**src/rtl/slfb_pkg.sv**
```systemverilog
// ----------------------------------------------------------------------------
// slfb_pkg
// Shared widths, register codes, reset values and types of the seam line
// feather blend.
// ----------------------------------------------------------------------------
`default_nettype none

package slfb_pkg;

   // Field widths
   localparam int POS_W      = 12;
   localparam int PIX_W      = 8;
   localparam int MAX_DIM    = 4096;

   // Register widths and fixed point layout
   localparam int SLOPE_W    = 24;
   localparam int ICPT_W     = 32;
   localparam int HALF_W     = 8;
   localparam int CW_W       = 17;
   localparam int GAIN_W     = 18;
   localparam int FRAC_W     = 16;
   localparam int ACC_FRAC_W = 2 * FRAC_W;

   // Datapath widths
   localparam int PROD1_W    = SLOPE_W + POS_W + 1;
   localparam int DIST_W     = PROD1_W + 1;
   localparam int BAND_D_W   = HALF_W + FRAC_W + 1;
   localparam int PROD2_W    = GAIN_W + BAND_D_W;
   localparam int WEIGHT_W   = PROD2_W + 1;
   localparam int DIFF_W     = PIX_W + 1;
   localparam int MIX_W      = WEIGHT_W + DIFF_W;
   localparam int BLEND_W    = MIX_W + 1;
   localparam int RES_W      = BLEND_W - ACC_FRAC_W + 1;

   localparam logic signed [BLEND_W:0] ROUND_HALF =
      (BLEND_W + 1)'(64'd1 << (ACC_FRAC_W - 1));
   localparam logic [PIX_W-1:0] PIX_MAX = '1;

   // Configuration port
   localparam int CSR_IDX_W  = 3;
   localparam int CSR_DATA_W = 32;

   localparam logic [CSR_IDX_W-1:0] CSR_SLOPE         = 3'd0;
   localparam logic [CSR_IDX_W-1:0] CSR_INTERCEPT     = 3'd1;
   localparam logic [CSR_IDX_W-1:0] CSR_HALF_WIDTH    = 3'd2;
   localparam logic [CSR_IDX_W-1:0] CSR_CENTER_WEIGHT = 3'd3;
   localparam logic [CSR_IDX_W-1:0] CSR_GAIN          = 3'd4;

   localparam logic signed [SLOPE_W-1:0] RST_SLOPE         = '0;
   localparam logic signed [ICPT_W-1:0]  RST_INTERCEPT     = '0;
   localparam logic [HALF_W-1:0]         RST_HALF_WIDTH    = 8'd30;
   localparam logic [CW_W-1:0]           RST_CENTER_WEIGHT = 17'd32768;
   localparam logic signed [GAIN_W-1:0]  RST_GAIN          = 18'sd546;

   typedef enum logic [1:0] {
      ZONE_PROFILE   = 2'd0,
      ZONE_BLEND     = 2'd1,
      ZONE_UNTOUCHED = 2'd2
   } zone_type;

   typedef struct packed {
      logic signed [SLOPE_W-1:0] slope;
      logic signed [ICPT_W-1:0]  intercept;
      logic [HALF_W-1:0]         half_width;
      logic [CW_W-1:0]           center_weight;
      logic signed [GAIN_W-1:0]  gain;
   } cfg_type;

   // Hand-over from the distance stages to the mixing stages
   typedef struct packed {
      zone_type                  zone;
      logic signed [PROD2_W-1:0] prod;
      logic [PIX_W-1:0]          prof;
      logic signed [DIFF_W-1:0]  diff;
   } dist_type;

endpackage

`default_nettype wire

```
**src/rtl/slfb_if.sv**
```systemverilog
// ----------------------------------------------------------------------------
// slfb_req_if / slfb_rsp_if
// Valid/ready channels for pixel requests and blend responses.
// ----------------------------------------------------------------------------
`default_nettype none

interface slfb_req_if;
   import slfb_pkg::*;

   logic             valid;
   logic             ready;
   logic [POS_W-1:0] column;
   logic [POS_W-1:0] row;
   logic [PIX_W-1:0] profile_pixel;
   logic [PIX_W-1:0] center_pixel;

   modport source (output valid, column, row, profile_pixel, center_pixel,
                   input ready);
   modport sink   (input valid, column, row, profile_pixel, center_pixel,
                   output ready);
endinterface

interface slfb_rsp_if;
   import slfb_pkg::*;

   logic             valid;
   logic             ready;
   logic [PIX_W-1:0] out_pixel;
   logic             write_enable;
   logic [1:0]       zone;

   modport source (output valid, out_pixel, write_enable, zone, input ready);
   modport sink   (input valid, out_pixel, write_enable, zone, output ready);
endinterface

`default_nettype wire

```
**src/rtl/slfb_csr.sv**
```systemverilog
// ----------------------------------------------------------------------------
// slfb_csr
// Configuration registers of the seam line and blending band.
// ----------------------------------------------------------------------------
`default_nettype none

module slfb_csr (
   input  wire logic                           clock,
   input  wire logic                           reset,
   input  wire logic                           csr_we,
   input  wire logic [slfb_pkg::CSR_IDX_W-1:0]  csr_index,
   input  wire logic [slfb_pkg::CSR_DATA_W-1:0] csr_wdata,
   output slfb_pkg::cfg_type                    cfg
);
   import slfb_pkg::*;

   cfg_type cfg_ff, cfg_in;

   // Decode a write; unknown indexes leave everything alone
   always_comb begin
      cfg_in = cfg_ff;
      if (csr_we) begin
         unique case (csr_index)
            CSR_SLOPE:         cfg_in.slope         = csr_wdata[SLOPE_W-1:0];
            CSR_INTERCEPT:     cfg_in.intercept     = csr_wdata[ICPT_W-1:0];
            CSR_HALF_WIDTH:    cfg_in.half_width    = csr_wdata[HALF_W-1:0];
            CSR_CENTER_WEIGHT: cfg_in.center_weight = csr_wdata[CW_W-1:0];
            CSR_GAIN:          cfg_in.gain          = csr_wdata[GAIN_W-1:0];
            default:           cfg_in = cfg_ff;
         endcase
      end
   end

   always_ff @(posedge clock) begin
      if (reset) begin
         cfg_ff.slope         <= RST_SLOPE;
         cfg_ff.intercept     <= RST_INTERCEPT;
         cfg_ff.half_width    <= RST_HALF_WIDTH;
         cfg_ff.center_weight <= RST_CENTER_WEIGHT;
         cfg_ff.gain          <= RST_GAIN;
      end else begin
         cfg_ff <= cfg_in;
      end
   end

   assign cfg = cfg_ff;

endmodule

`default_nettype wire

```
**src/rtl/slfb_dist.sv**
```systemverilog
// ----------------------------------------------------------------------------
// slfb_dist
// Stages one to three: seam distance, zone decision and gain product.
// ----------------------------------------------------------------------------
`default_nettype none

module slfb_dist (
   input  wire logic         clock,
   input  wire logic         reset,
   input  wire slfb_pkg::cfg_type cfg,
   slfb_req_if.sink          req_if,
   output logic              out_valid,
   input  wire logic         out_ready,
   output slfb_pkg::dist_type out_data
);
   import slfb_pkg::*;

   logic adv1, adv2, adv3;
   logic in_image;

   logic signed [SLOPE_W-1:0]  slope_s;
   logic signed [ICPT_W-1:0]   icpt_s;
   logic signed [GAIN_W-1:0]   gain_s;
   logic signed [POS_W:0]      col_s;
   logic signed [POS_W+FRAC_W:0] row_term;
   logic signed [BAND_D_W-1:0] t_s;
   logic signed [BAND_D_W-1:0] d_band;

   // Stage 1: slope times column
   logic                      s1_valid_ff, s1_valid_in;
   logic signed [PROD1_W-1:0] s1_prod_ff, s1_prod_in;
   logic [POS_W-1:0]          s1_row_ff;
   logic [PIX_W-1:0]          s1_prof_ff, s1_cent_ff;
   logic                      s1_in_image_ff;

   // Stage 2: full distance
   logic                      s2_valid_ff, s2_valid_in;
   logic signed [DIST_W-1:0]  s2_d_ff, s2_d_in;
   logic [PIX_W-1:0]          s2_prof_ff, s2_cent_ff;
   logic                      s2_in_image_ff;

   // Stage 3: zone and gain times distance
   logic                      s3_valid_ff, s3_valid_in;
   dist_type                  s3_data_ff, s3_data_in;

   assign slope_s = cfg.slope;
   assign icpt_s  = cfg.intercept;
   assign gain_s  = cfg.gain;

   // Advance a stage when it is empty or the next one moves
   assign adv3 = !s3_valid_ff || out_ready;
   assign adv2 = !s2_valid_ff || adv3;
   assign adv1 = !s1_valid_ff || adv2;
   assign req_if.ready = adv1;

   assign s1_valid_in = adv1 ? req_if.valid : s1_valid_ff;
   assign s2_valid_in = adv2 ? s1_valid_ff  : s2_valid_ff;
   assign s3_valid_in = adv3 ? s2_valid_ff  : s3_valid_ff;

   // Stage 1 datapath
   assign col_s      = $signed({1'b0, req_if.column});
   assign s1_prod_in = slope_s * col_s;
   assign in_image   = (32'(req_if.column) < MAX_DIM) && (32'(req_if.row) < MAX_DIM);

   // Stage 2 datapath
   assign row_term = $signed({1'b0, s1_row_ff, {FRAC_W{1'b0}}});
   assign s2_d_in  = s1_prod_ff + icpt_s - row_term;

   // Stage 3 datapath: classify against the band, form gain*d
   assign t_s    = $signed({1'b0, cfg.half_width, {FRAC_W{1'b0}}});
   assign d_band = $signed(s2_d_ff[BAND_D_W-1:0]);

   always_comb begin
      s3_data_in.prof = s2_prof_ff;
      s3_data_in.diff = $signed({1'b0, s2_cent_ff}) - $signed({1'b0, s2_prof_ff});
      s3_data_in.prod = gain_s * d_band;
      if (!s2_in_image_ff) begin
         s3_data_in.zone = ZONE_UNTOUCHED;
      end else if (s2_d_ff <= -t_s) begin
         s3_data_in.zone = ZONE_PROFILE;
      end else if (s2_d_ff < t_s) begin
         s3_data_in.zone = ZONE_BLEND;
      end else begin
         s3_data_in.zone = ZONE_UNTOUCHED;
      end
   end

   // Valid bits
   always_ff @(posedge clock) begin
      if (reset) begin
         s1_valid_ff <= 1'b0;
         s2_valid_ff <= 1'b0;
         s3_valid_ff <= 1'b0;
      end else begin
         s1_valid_ff <= s1_valid_in;
         s2_valid_ff <= s2_valid_in;
         s3_valid_ff <= s3_valid_in;
      end
   end

   // Payload; hold while stalled
   always_ff @(posedge clock) begin
      if (adv1) begin
         s1_prod_ff     <= s1_prod_in;
         s1_row_ff      <= req_if.row;
         s1_prof_ff     <= req_if.profile_pixel;
         s1_cent_ff     <= req_if.center_pixel;
         s1_in_image_ff <= in_image;
      end
      if (adv2) begin
         s2_d_ff        <= s2_d_in;
         s2_prof_ff     <= s1_prof_ff;
         s2_cent_ff     <= s1_cent_ff;
         s2_in_image_ff <= s1_in_image_ff;
      end
      if (adv3) begin
         s3_data_ff     <= s3_data_in;
      end
   end

   assign out_valid = s3_valid_ff;
   assign out_data  = s3_data_ff;

endmodule

`default_nettype wire

```
**src/rtl/slfb_mix.sv**
```systemverilog
// ----------------------------------------------------------------------------
// slfb_mix
// Stages four to six: blend weight, weighted difference, round and clamp.
// ----------------------------------------------------------------------------
`default_nettype none

module slfb_mix (
   input  wire logic          clock,
   input  wire logic          reset,
   input  wire slfb_pkg::cfg_type  cfg,
   input  wire logic          in_valid,
   output logic               in_ready,
   input  wire slfb_pkg::dist_type in_data,
   slfb_rsp_if.source         rsp_if
);
   import slfb_pkg::*;

   logic adv4, adv5, adv6;

   logic signed [PROD2_W-1:0]   in_prod;
   logic signed [BLEND_W-1:0]   blend_v;
   logic signed [BLEND_W:0]     blend_r;
   logic [RES_W-1:0]            res;

   // Stage 4: weight a
   logic                       s4_valid_ff, s4_valid_in;
   logic signed [WEIGHT_W-1:0] s4_a_ff, s4_a_in;
   logic signed [DIFF_W-1:0]   s4_diff_ff;
   logic [PIX_W-1:0]           s4_prof_ff;
   zone_type                   s4_zone_ff;

   // Stage 5: a times (center - profile)
   logic                       s5_valid_ff, s5_valid_in;
   logic signed [MIX_W-1:0]    s5_m_ff, s5_m_in;
   logic [PIX_W-1:0]           s5_prof_ff;
   zone_type                   s5_zone_ff;

   // Stage 6: output register
   logic                       s6_valid_ff, s6_valid_in;
   logic [PIX_W-1:0]           s6_pix_ff, s6_pix_in;
   zone_type                   s6_zone_ff;

   assign adv6 = !s6_valid_ff || rsp_if.ready;
   assign adv5 = !s5_valid_ff || adv6;
   assign adv4 = !s4_valid_ff || adv5;
   assign in_ready = adv4;

   assign s4_valid_in = adv4 ? in_valid    : s4_valid_ff;
   assign s5_valid_in = adv5 ? s4_valid_ff : s5_valid_ff;
   assign s6_valid_in = adv6 ? s5_valid_ff : s6_valid_ff;

   // Stage 4 datapath
   assign in_prod = in_data.prod;
   assign s4_a_in = in_prod + $signed({1'b0, cfg.center_weight, {FRAC_W{1'b0}}});

   // Stage 5 datapath
   assign s5_m_in = s4_a_ff * s4_diff_ff;

   // Stage 6 datapath: add profile, round half up, clamp to pixel range
   assign blend_v = $signed({1'b0, s5_prof_ff, {ACC_FRAC_W{1'b0}}}) + s5_m_ff;
   assign blend_r = blend_v + ROUND_HALF;
   assign res     = blend_r[BLEND_W:ACC_FRAC_W];

   always_comb begin
      case (s5_zone_ff)
         ZONE_PROFILE: s6_pix_in = s5_prof_ff;
         ZONE_BLEND: begin
            if (blend_v < 0) begin
               s6_pix_in = '0;
            end else if (res > RES_W'(PIX_MAX)) begin
               s6_pix_in = PIX_MAX;
            end else begin
               s6_pix_in = res[PIX_W-1:0];
            end
         end
         default: s6_pix_in = '0;
      endcase
   end

   // Valid bits
   always_ff @(posedge clock) begin
      if (reset) begin
         s4_valid_ff <= 1'b0;
         s5_valid_ff <= 1'b0;
         s6_valid_ff <= 1'b0;
      end else begin
         s4_valid_ff <= s4_valid_in;
         s5_valid_ff <= s5_valid_in;
         s6_valid_ff <= s6_valid_in;
      end
   end

   // Payload; hold while stalled
   always_ff @(posedge clock) begin
      if (adv4) begin
         s4_a_ff    <= s4_a_in;
         s4_diff_ff <= in_data.diff;
         s4_prof_ff <= in_data.prof;
         s4_zone_ff <= in_data.zone;
      end
      if (adv5) begin
         s5_m_ff    <= s5_m_in;
         s5_prof_ff <= s4_prof_ff;
         s5_zone_ff <= s4_zone_ff;
      end
      if (adv6) begin
         s6_pix_ff  <= s6_pix_in;
         s6_zone_ff <= s5_zone_ff;
      end
   end

   assign rsp_if.valid        = s6_valid_ff;
   assign rsp_if.out_pixel    = s6_pix_ff;
   assign rsp_if.write_enable = (s6_zone_ff != ZONE_UNTOUCHED);
   assign rsp_if.zone         = s6_zone_ff;

endmodule

`default_nettype wire

```
**src/rtl/seam_line_feather_blend_top.sv**
```systemverilog
// ----------------------------------------------------------------------------
// seam_line_feather_blend_top
// Feathered stitching of a profile image onto a center image along a seam.
// ----------------------------------------------------------------------------
// Each request transaction carries one pixel position with its profile and
// center gray values and yields exactly one response transaction, in order.
// The block takes one pixel per clock while the response is not stalled and
// has six register stages, with the slope product, the gain product and the
// weighted difference product each in a stage of its own. A stalled response
// holds the pipeline only as far back as it is full, so bubbles are squeezed
// out. The user must write configuration registers through the csr port only
// while no transaction is in flight; the block itself does not enforce this.
`default_nettype none

module seam_line_feather_blend_top (
   input  wire logic                           clock,
   input  wire logic                           reset,
   slfb_req_if.sink                            req_if,
   slfb_rsp_if.source                          rsp_if,
   input  wire logic                           csr_we,
   input  wire logic [slfb_pkg::CSR_IDX_W-1:0]  csr_index,
   input  wire logic [slfb_pkg::CSR_DATA_W-1:0] csr_wdata
);
   import slfb_pkg::*;

   cfg_type  cfg;
   logic     dist_valid;
   logic     dist_ready;
   dist_type dist_data;

   slfb_csr u_csr (
      .clock     (clock),
      .reset     (reset),
      .csr_we    (csr_we),
      .csr_index (csr_index),
      .csr_wdata (csr_wdata),
      .cfg       (cfg)
   );

   slfb_dist u_dist (
      .clock     (clock),
      .reset     (reset),
      .cfg       (cfg),
      .req_if    (req_if),
      .out_valid (dist_valid),
      .out_ready (dist_ready),
      .out_data  (dist_data)
   );

   slfb_mix u_mix (
      .clock    (clock),
      .reset    (reset),
      .cfg      (cfg),
      .in_valid (dist_valid),
      .in_ready (dist_ready),
      .in_data  (dist_data),
      .rsp_if   (rsp_if)
   );

   // Pipeline empties on reset
   a_reset_empty: assert property (@(posedge clock) reset |=> !rsp_if.valid)
      else $error("response valid after reset");

   // A pixel that is not written goes out as zero
   a_unwritten_zero: assert property (@(posedge clock) disable iff (reset)
      (rsp_if.valid && !rsp_if.write_enable) |-> (rsp_if.out_pixel == '0))
      else $error("unwritten pixel is not zero");

   // Write enable follows the zone
   a_we_zone: assert property (@(posedge clock) disable iff (reset)
      rsp_if.valid |-> (rsp_if.write_enable == (rsp_if.zone != ZONE_UNTOUCHED)))
      else $error("write enable disagrees with zone");

   // Mid-pipeline hand-over holds its data while the mixing stages stall
   a_dist_hold: assert property (@(posedge clock) disable iff (reset)
      (dist_valid && !dist_ready) |=> (dist_valid && $stable(dist_data)))
      else $error("distance hand-over lost or changed under stall");

endmodule

`default_nettype wire
```
**src/flat_wrapper.sv**
```systemverilog
// flat-port wrapper written by rule: the top's interface ports become plain ports
module seam_line_feather_blend_top_flat import slfb_pkg::*;
  (clock, reset, csr_we, csr_index, csr_wdata, req_if_valid, req_if_column, req_if_row, req_if_profile_pixel, req_if_center_pixel, req_if_ready, rsp_if_valid, rsp_if_out_pixel, rsp_if_write_enable, rsp_if_zone, rsp_if_ready);
  slfb_req_if req_if_i ();
  slfb_rsp_if rsp_if_i ();
  input  wire logic clock;
  input  wire logic reset;
  input  wire logic csr_we;
  input  wire logic [slfb_pkg::CSR_IDX_W-1:0] csr_index;
  input  wire logic [slfb_pkg::CSR_DATA_W-1:0] csr_wdata;
  input wire logic [$bits(req_if_i.valid)-1:0] req_if_valid;
  input wire logic [$bits(req_if_i.column)-1:0] req_if_column;
  input wire logic [$bits(req_if_i.row)-1:0] req_if_row;
  input wire logic [$bits(req_if_i.profile_pixel)-1:0] req_if_profile_pixel;
  input wire logic [$bits(req_if_i.center_pixel)-1:0] req_if_center_pixel;
  output wire logic [$bits(req_if_i.ready)-1:0] req_if_ready;
  output wire logic [$bits(rsp_if_i.valid)-1:0] rsp_if_valid;
  output wire logic [$bits(rsp_if_i.out_pixel)-1:0] rsp_if_out_pixel;
  output wire logic [$bits(rsp_if_i.write_enable)-1:0] rsp_if_write_enable;
  output wire logic [$bits(rsp_if_i.zone)-1:0] rsp_if_zone;
  input wire logic [$bits(rsp_if_i.ready)-1:0] rsp_if_ready;
  assign req_if_i.valid = req_if_valid;
  assign req_if_i.column = req_if_column;
  assign req_if_i.row = req_if_row;
  assign req_if_i.profile_pixel = req_if_profile_pixel;
  assign req_if_i.center_pixel = req_if_center_pixel;
  assign req_if_ready = req_if_i.ready;
  assign rsp_if_valid = rsp_if_i.valid;
  assign rsp_if_out_pixel = rsp_if_i.out_pixel;
  assign rsp_if_write_enable = rsp_if_i.write_enable;
  assign rsp_if_zone = rsp_if_i.zone;
  assign rsp_if_i.ready = rsp_if_ready;
  seam_line_feather_blend_top u_core (.clock(clock), .reset(reset), .req_if(req_if_i), .rsp_if(rsp_if_i), .csr_we(csr_we), .csr_index(csr_index), .csr_wdata(csr_wdata));
endmodule
```
**config.mk**
```make
export PLATFORM = sky130hd
export DESIGN_NAME = seam_line_feather_blend_top_flat
export DESIGN_NICKNAME = d
export VERILOG_FILES = /design/src/rtl/slfb_pkg.sv /design/src/rtl/slfb_if.sv /design/src/rtl/slfb_csr.sv /design/src/rtl/slfb_dist.sv /design/src/rtl/slfb_mix.sv /design/src/rtl/seam_line_feather_blend_top.sv /design/src/flat_wrapper.sv
export SDC_FILE = /design/constraint.sdc
export NUM_CORES = 2
export LEC_CHECK = 0
export ABC_AREA = 1
export CAP_MARGIN = 40
export CELL_PAD_IN_SITES_DETAIL_PLACEMENT = 1
export CELL_PAD_IN_SITES_GLOBAL_PLACEMENT = 1
export CORE_UTILIZATION = 47
export DETAILED_ROUTE_END_ITERATION = 10
export DONT_BUFFER_PORTS = 1
export GPL_ROUTABILITY_DRIVEN = 0
export GPL_TIMING_DRIVEN = 0
export PLACE_DENSITY = 0.83
export SETUP_SLACK_MARGIN = 0.15
export SYNTH_ARGS = -nofsm -noshare
export SYNTH_HDL_FRONTEND = slang
export SYNTH_SLANG_ARGS = --single-unit
```
**constraint.sdc**
```tcl
create_clock -name clock -period 5.6 [get_ports clock]
set_input_delay 0.28 -clock clock [delete_from_list [all_inputs] [get_ports clock]]
set_output_delay 0.28 -clock clock [all_outputs]
set_load 0.01 [all_outputs]
```
==> flow_summary.ini, run 1 <==
[status]
status = stopped before the end
lastStage = 5_1_grt
error_line = [ERROR GRT-0232] Routing congestion too high. Check the congestion heatmap in the GUI.

[die]
initial_core_util_pct = 47.5
die_h_microns = 356
die_x_microns = 356
ios = 93
rows = 129

[sta]
grt_worst_setup_endpoint = u_core.u_dist.out_data[58]$_DFFE_PP_/D
worst_endpoint_kind = register data pin

[yosys]
yosys_warnings = 0
async_reset_ff_share_pct = 0
synth_edf_count = 286
synth_area_sq_um = 59000
syn_inst = 7078
synth_fp_nets = 8606
synth_area_per_cell_sq_um = 8.33
ys_ff_latch = 391
ys_seq_area_share_pct = 18.1
ys.flop_type = edfxtp_1
yosysUniqueCellTypes = 55

[grt]
grt_max_degree = 51
grt_use_total_pct = 72.2
antenna_found_initial = 94
overflow = 187

[clock_network]
cts_buffer_depth = 3
numCtsBuffers = 45
htree_levels = 2
cts-root-buf = clkbuf_16
cts_sinks = 391

[placed_design]
dp_hpwl_microns = 162000
port-buffer-count = 0
## routing by layer
metal / overflow / GRT usage [%]
met5: 2 / 40.3
met3: 3 / 62.8
met4: 86 / 71.6
met2: 95 / 87.1
met1: 1 / 68.7
## what timing repair did
action / 4_1_cts
pin swaps: 180
setup buffers: 170
hold buffers: 62
endpoints found under the setup margin: 76
cloned: 4
resized for setup: 641
endpoints found under the hold margin: 132
## cells in the mapped netlist, types with 6 or more instances
| library cell | count | area share [%] |
|---|---|---|
| a21boi_0 | 11 | 0.14 |
| a21o_1 | 11 | 0.14 |
| a21oi_1 | 280 | 2.4 |
| a31oi_1 | 38 | 0.40 |
| buf_1 | 28 | 0.18 |
| clkbuf_1 | 234 | 1.5 |
| clkinv_1 | 6 | 0.038 |
| dfxtp_1 | 105 | 3.6 |
| edfxtp_1 | 286 | 15 |
| fa_1 | 1028 | 35 |
| ha_1 | 420 | 8.9 |
| inv_1 | 1942 | 12 |
| nand2_1 | 1553 | 9.9 |
| nand2_2 | 17 | 0.18 |
| nand3_1 | 111 | 0.94 |
| nand3_2 | 8 | 0.14 |
| nand4_1 | 41 | 0.43 |
| nor2_1 | 352 | 2.2 |
| nor2_2 | 9 | 0.095 |
| nor3_1 | 41 | 0.35 |
| nor4_1 | 17 | 0.18 |
| o211ai_1 | 11 | 0.14 |
| o21a_1 | 17 | 0.22 |
| o21ai_0 | 201 | 1.7 |
| o21ai_1 | 6 | 0.051 |
| o21bai_1 | 8 | 0.10 |
| o221ai_1 | 9 | 0.13 |
| or2_2 | 45 | 0.48 |
| xnor2_1 | 75 | 1.1 |
| xor2_1 | 116 | 1.7 |
## through the flow
| stage | cell area, sq um | setup TNS (ps) | util (%) | instances | worst slack, ps |
|---|---|---|---|---|---|
| after floorplan | 59900 | 0 | - | 7078 | 81.4 |
| after global placement | 62000 | -200020 | 49.9 | 8715 | -1460 |
| after detailed placement | 62300 | -46160 | 50.2 | 8736 | -1560 |
| after CTS | 68700 | -5290 | 55.3 | 9056 | -559 |
## cells by family after synthesis
group                      share of synthesized area (%)
buffers and inverters                               14.1
and+or+nand+nor                                     15.2
adders and majority gates                           43.8
AOI/OAI and AO/OA                                   5.75
DFF                                                 18.1
xor gates and xnor gates                            2.96
==> inputs of run 2 (changes only) <==
--- a/config.mk
+++ b/config.mk
@@ -7,15 +7,12 @@
 export LEC_CHECK = 0
 export ABC_AREA = 1
 export CAP_MARGIN = 40
-export CELL_PAD_IN_SITES_DETAIL_PLACEMENT = 1
-export CELL_PAD_IN_SITES_GLOBAL_PLACEMENT = 1
-export CORE_UTILIZATION = 47
+export CORE_UTILIZATION = 40
 export DETAILED_ROUTE_END_ITERATION = 10
 export DONT_BUFFER_PORTS = 1
 export GPL_ROUTABILITY_DRIVEN = 0
 export GPL_TIMING_DRIVEN = 0
-export PLACE_DENSITY = 0.83
-export SETUP_SLACK_MARGIN = 0.15
+export PLACE_DENSITY_LB_ADDON = 0.15
 export SYNTH_ARGS = -nofsm -noshare
 export SYNTH_HDL_FRONTEND = slang
 export SYNTH_SLANG_ARGS = --single-unit
==> constraint.sdc (replaced) <==
create_clock -name clock -period 7.3 [get_ports clock]
set_input_delay 0.365 -clock clock [delete_from_list [all_inputs] [get_ports clock]]
set_output_delay 0.365 -clock clock [all_outputs]
set_load 0.01 [all_outputs]
==> run 2 against run 1 <==
Net effect: the run now ends clean; area after synthesis is the same; synthesized cell count is the same.
==> flow_summary.ini, run 2 <==
[yosys]
synth_edf_count = 286
synth_area_per_cell_sq_um = 8.33
syn_inst = 7078
yosysUniqueCellTypes = 55
netlist_top_cells_area = fa_1, edfxtp_1, inv_1
yosysTopAreaCell = fa_1
yosysMostFrequentCell = inv_1
yosys_warnings = 0
ys.flop_type = edfxtp_1
synth_area_sq_um = 59000
synth_fp_nets = 8606
ys_seq_area_share_pct = 18.1
synth_top_area_share_pct = 34.9
yosys-top-cells-count = inv_1, nand2_1, fa_1, ha_1, nor2_1
async_reset_ff_share_pct = 0
ys_ff_latch = 391

[placed_design]
port-buffer-count = 0
placed_area_sq_um = 62000
dp_hpwl_microns = 144000
pre_cts_ws_ps = -730

[clock_network]
clk_latency_ps = 640
cts-root-buf = clkbuf_16
cts_sinks = 391
cts_buffer_depth = 3
numCtsBuffers = 43
tritoncts = built
clkTransAtPathRegs_ps = 70
htree_levels = 2

[die]
die_x_microns = 386
initial_core_util_pct = 40.4
rows = 140
core_area_sq_um = 146000
die_h_microns = 386
ios = 93
dieArea_sq_um = 149000

[drt]
ant_nets = 0
wl_per_cell_microns = 18.4
num_vias = 44633
avgViaCountPerCell = 4.86
drtIter0Drc = 2987
routed_wl_microns = 169000
first_pass_iters = 6
route.detailed.drc = 0

[grt]
grt_max_degree = 65
grt_use_total_pct = 23.3
antenna_found_initial = 26
overflow = 0
grt_pass1_wl_microns = 265000
grt_pass1_vias = 46374

[sta]
max_freq_mhz = 141
period_needed_ps = 7070
drv_slew = 0
setup_tns_ps = 0
fin_crit_sh_pct = 96.8
finalHoldViolCount = 0
rsz0062_at_grt = no
tightest_slew_ps = 890
maxSlewHeadroom_pct = 40.7
finalSetupViolations = 0
setup_slack_ps = 233
finClkSkew_ps = 50.2

[cells_and_area]
final_core_util_pct = 44.0
layout_common_cells = inv_1, nand2_1, fa_1
final_common_cell = inv_1
drive_above_1_share_pct = 4.04
largest_reg_flops = 99
nets = 8737
syn_to_final_growth_pct = 8.94
fin_area_sq_um = 64200

[worst_setup_path]
worst-endpoint-required_ps = 7590
crit_path_top_delay_cell = edfxtp_1
critPathMaxStageDelay_ps = 590
cpMostUsedCell = nand2_1
r2r_setup_slack_ps = 230
reg2reg_to = u_core.u_dist.out_data[59]
ff2ff_path_depth = 26
cp_data_arrival_time_ps = 7360
critical_path_buf_inv_count = 5
crit_fanout = 10
crit_type = reg -> reg
start_kind = flop
endpoint_kind = flop
r2r_start = u_core.u_dist.s2_d_ff[8]
cp_top_family = adder cells

[run]
cap_violations = 0

[hold_path]
hold_depth = 2
min-delay-start = csr_wdata[26]
hold_class = in -> reg
min_to = u_core.u_csr.cfg[69]

[status]
status = finished, final reports clean
run 2: cell counts after synthesis:
No cell type changed its count.
run 2: cells by family (layout without fill, tap and decap cells):
logic type / after synthesis / count (layout) / share of synthesized area [%]
compound gates: 616 / 616 / 5.75
flops: 391 / 391 / 18.1
simple gates: 2213 / 2213 / 15.2
buf+inv: 2216 / 2382 / 14.1
other cells: 0 / 15 / 0
xor+xnor: 194 / 194 / 2.96
fa+ha+maj: 1448 / 1448 / 43.8
run 2: cell type report:
class                   instances  area, sq um
fillers                     14657        81700
flip-flops and latches        391        10700
inverters                    1951         7320
plain buffers                 242          981
repair buffers                109         1270
diodes                         15         37.5
clock inverters                21          268
multi-input cells            4471        40000
clock buffers                  59         1250
well taps                    1917         2400
run 2: layer usage:
| metal | global-route usage (%) | routed length [microns] |
|---|---|---|
| met1 | 30.8 | 73800 |
| met2 | 39.9 | 81300 |
| met3 | 2.53 | 8330 |
| met4 | 7.13 | 5610 |
| met5 | 0 | 126 |
run 2: how the worst max path moves through the flow:
| stage | start | end | slack (ps) | cells past startpoint |
|---|---|---|---|---|
| 2_1_floorplan | u_core.u_mix.rsp_if.valid | u_core.u_dist.s1_cent_ff[0] | 1000 | 11 |
| 3_3_place_gp | u_core.u_mix.rsp_if.valid | u_core.u_dist.s1_prod_ff[6] | -1260 | 11 |
| 3_5_place_dp | u_core.u_csr.cfg[6] | u_core.u_dist.out_data[58] | -730 | 20 |
| 4_1_cts | u_core.u_dist.s2_d_ff[9] | u_core.u_dist.out_data[53] | 10 | 23 |
| 5_1_grt | u_core.u_dist.s2_d_ff[20] | u_core.u_dist.out_data[58] | 9 | 25 |
| 6_report | u_core.u_dist.s2_d_ff[8] | u_core.u_dist.out_data[59] | 230 | 26 |
run 2: through the flow:
stage | std cells | hold WS, ps
finish | 9176 | 24.0
global route | 9168 | 9.81
CTS | 9167 | 1.43
detailed placement | 9040 | 405
global placement | 8995 | 403
floorplan | 7078 | 400
run 2: repair_timing:
action | in CTS | in global routing
cloned | 0 | 0
pin swaps | 0 | 1
endpoints found under the hold margin | 128 | 0
setup buffers | 0 | 2
resized for setup | 42 | 47
endpoints found under the setup margin | 11 | 10
hold buffers | 62 | 0
Power of run 2 is not shown: default switching activity piles up to over one toggle a cycle in this logic, so the estimate is an artifact.
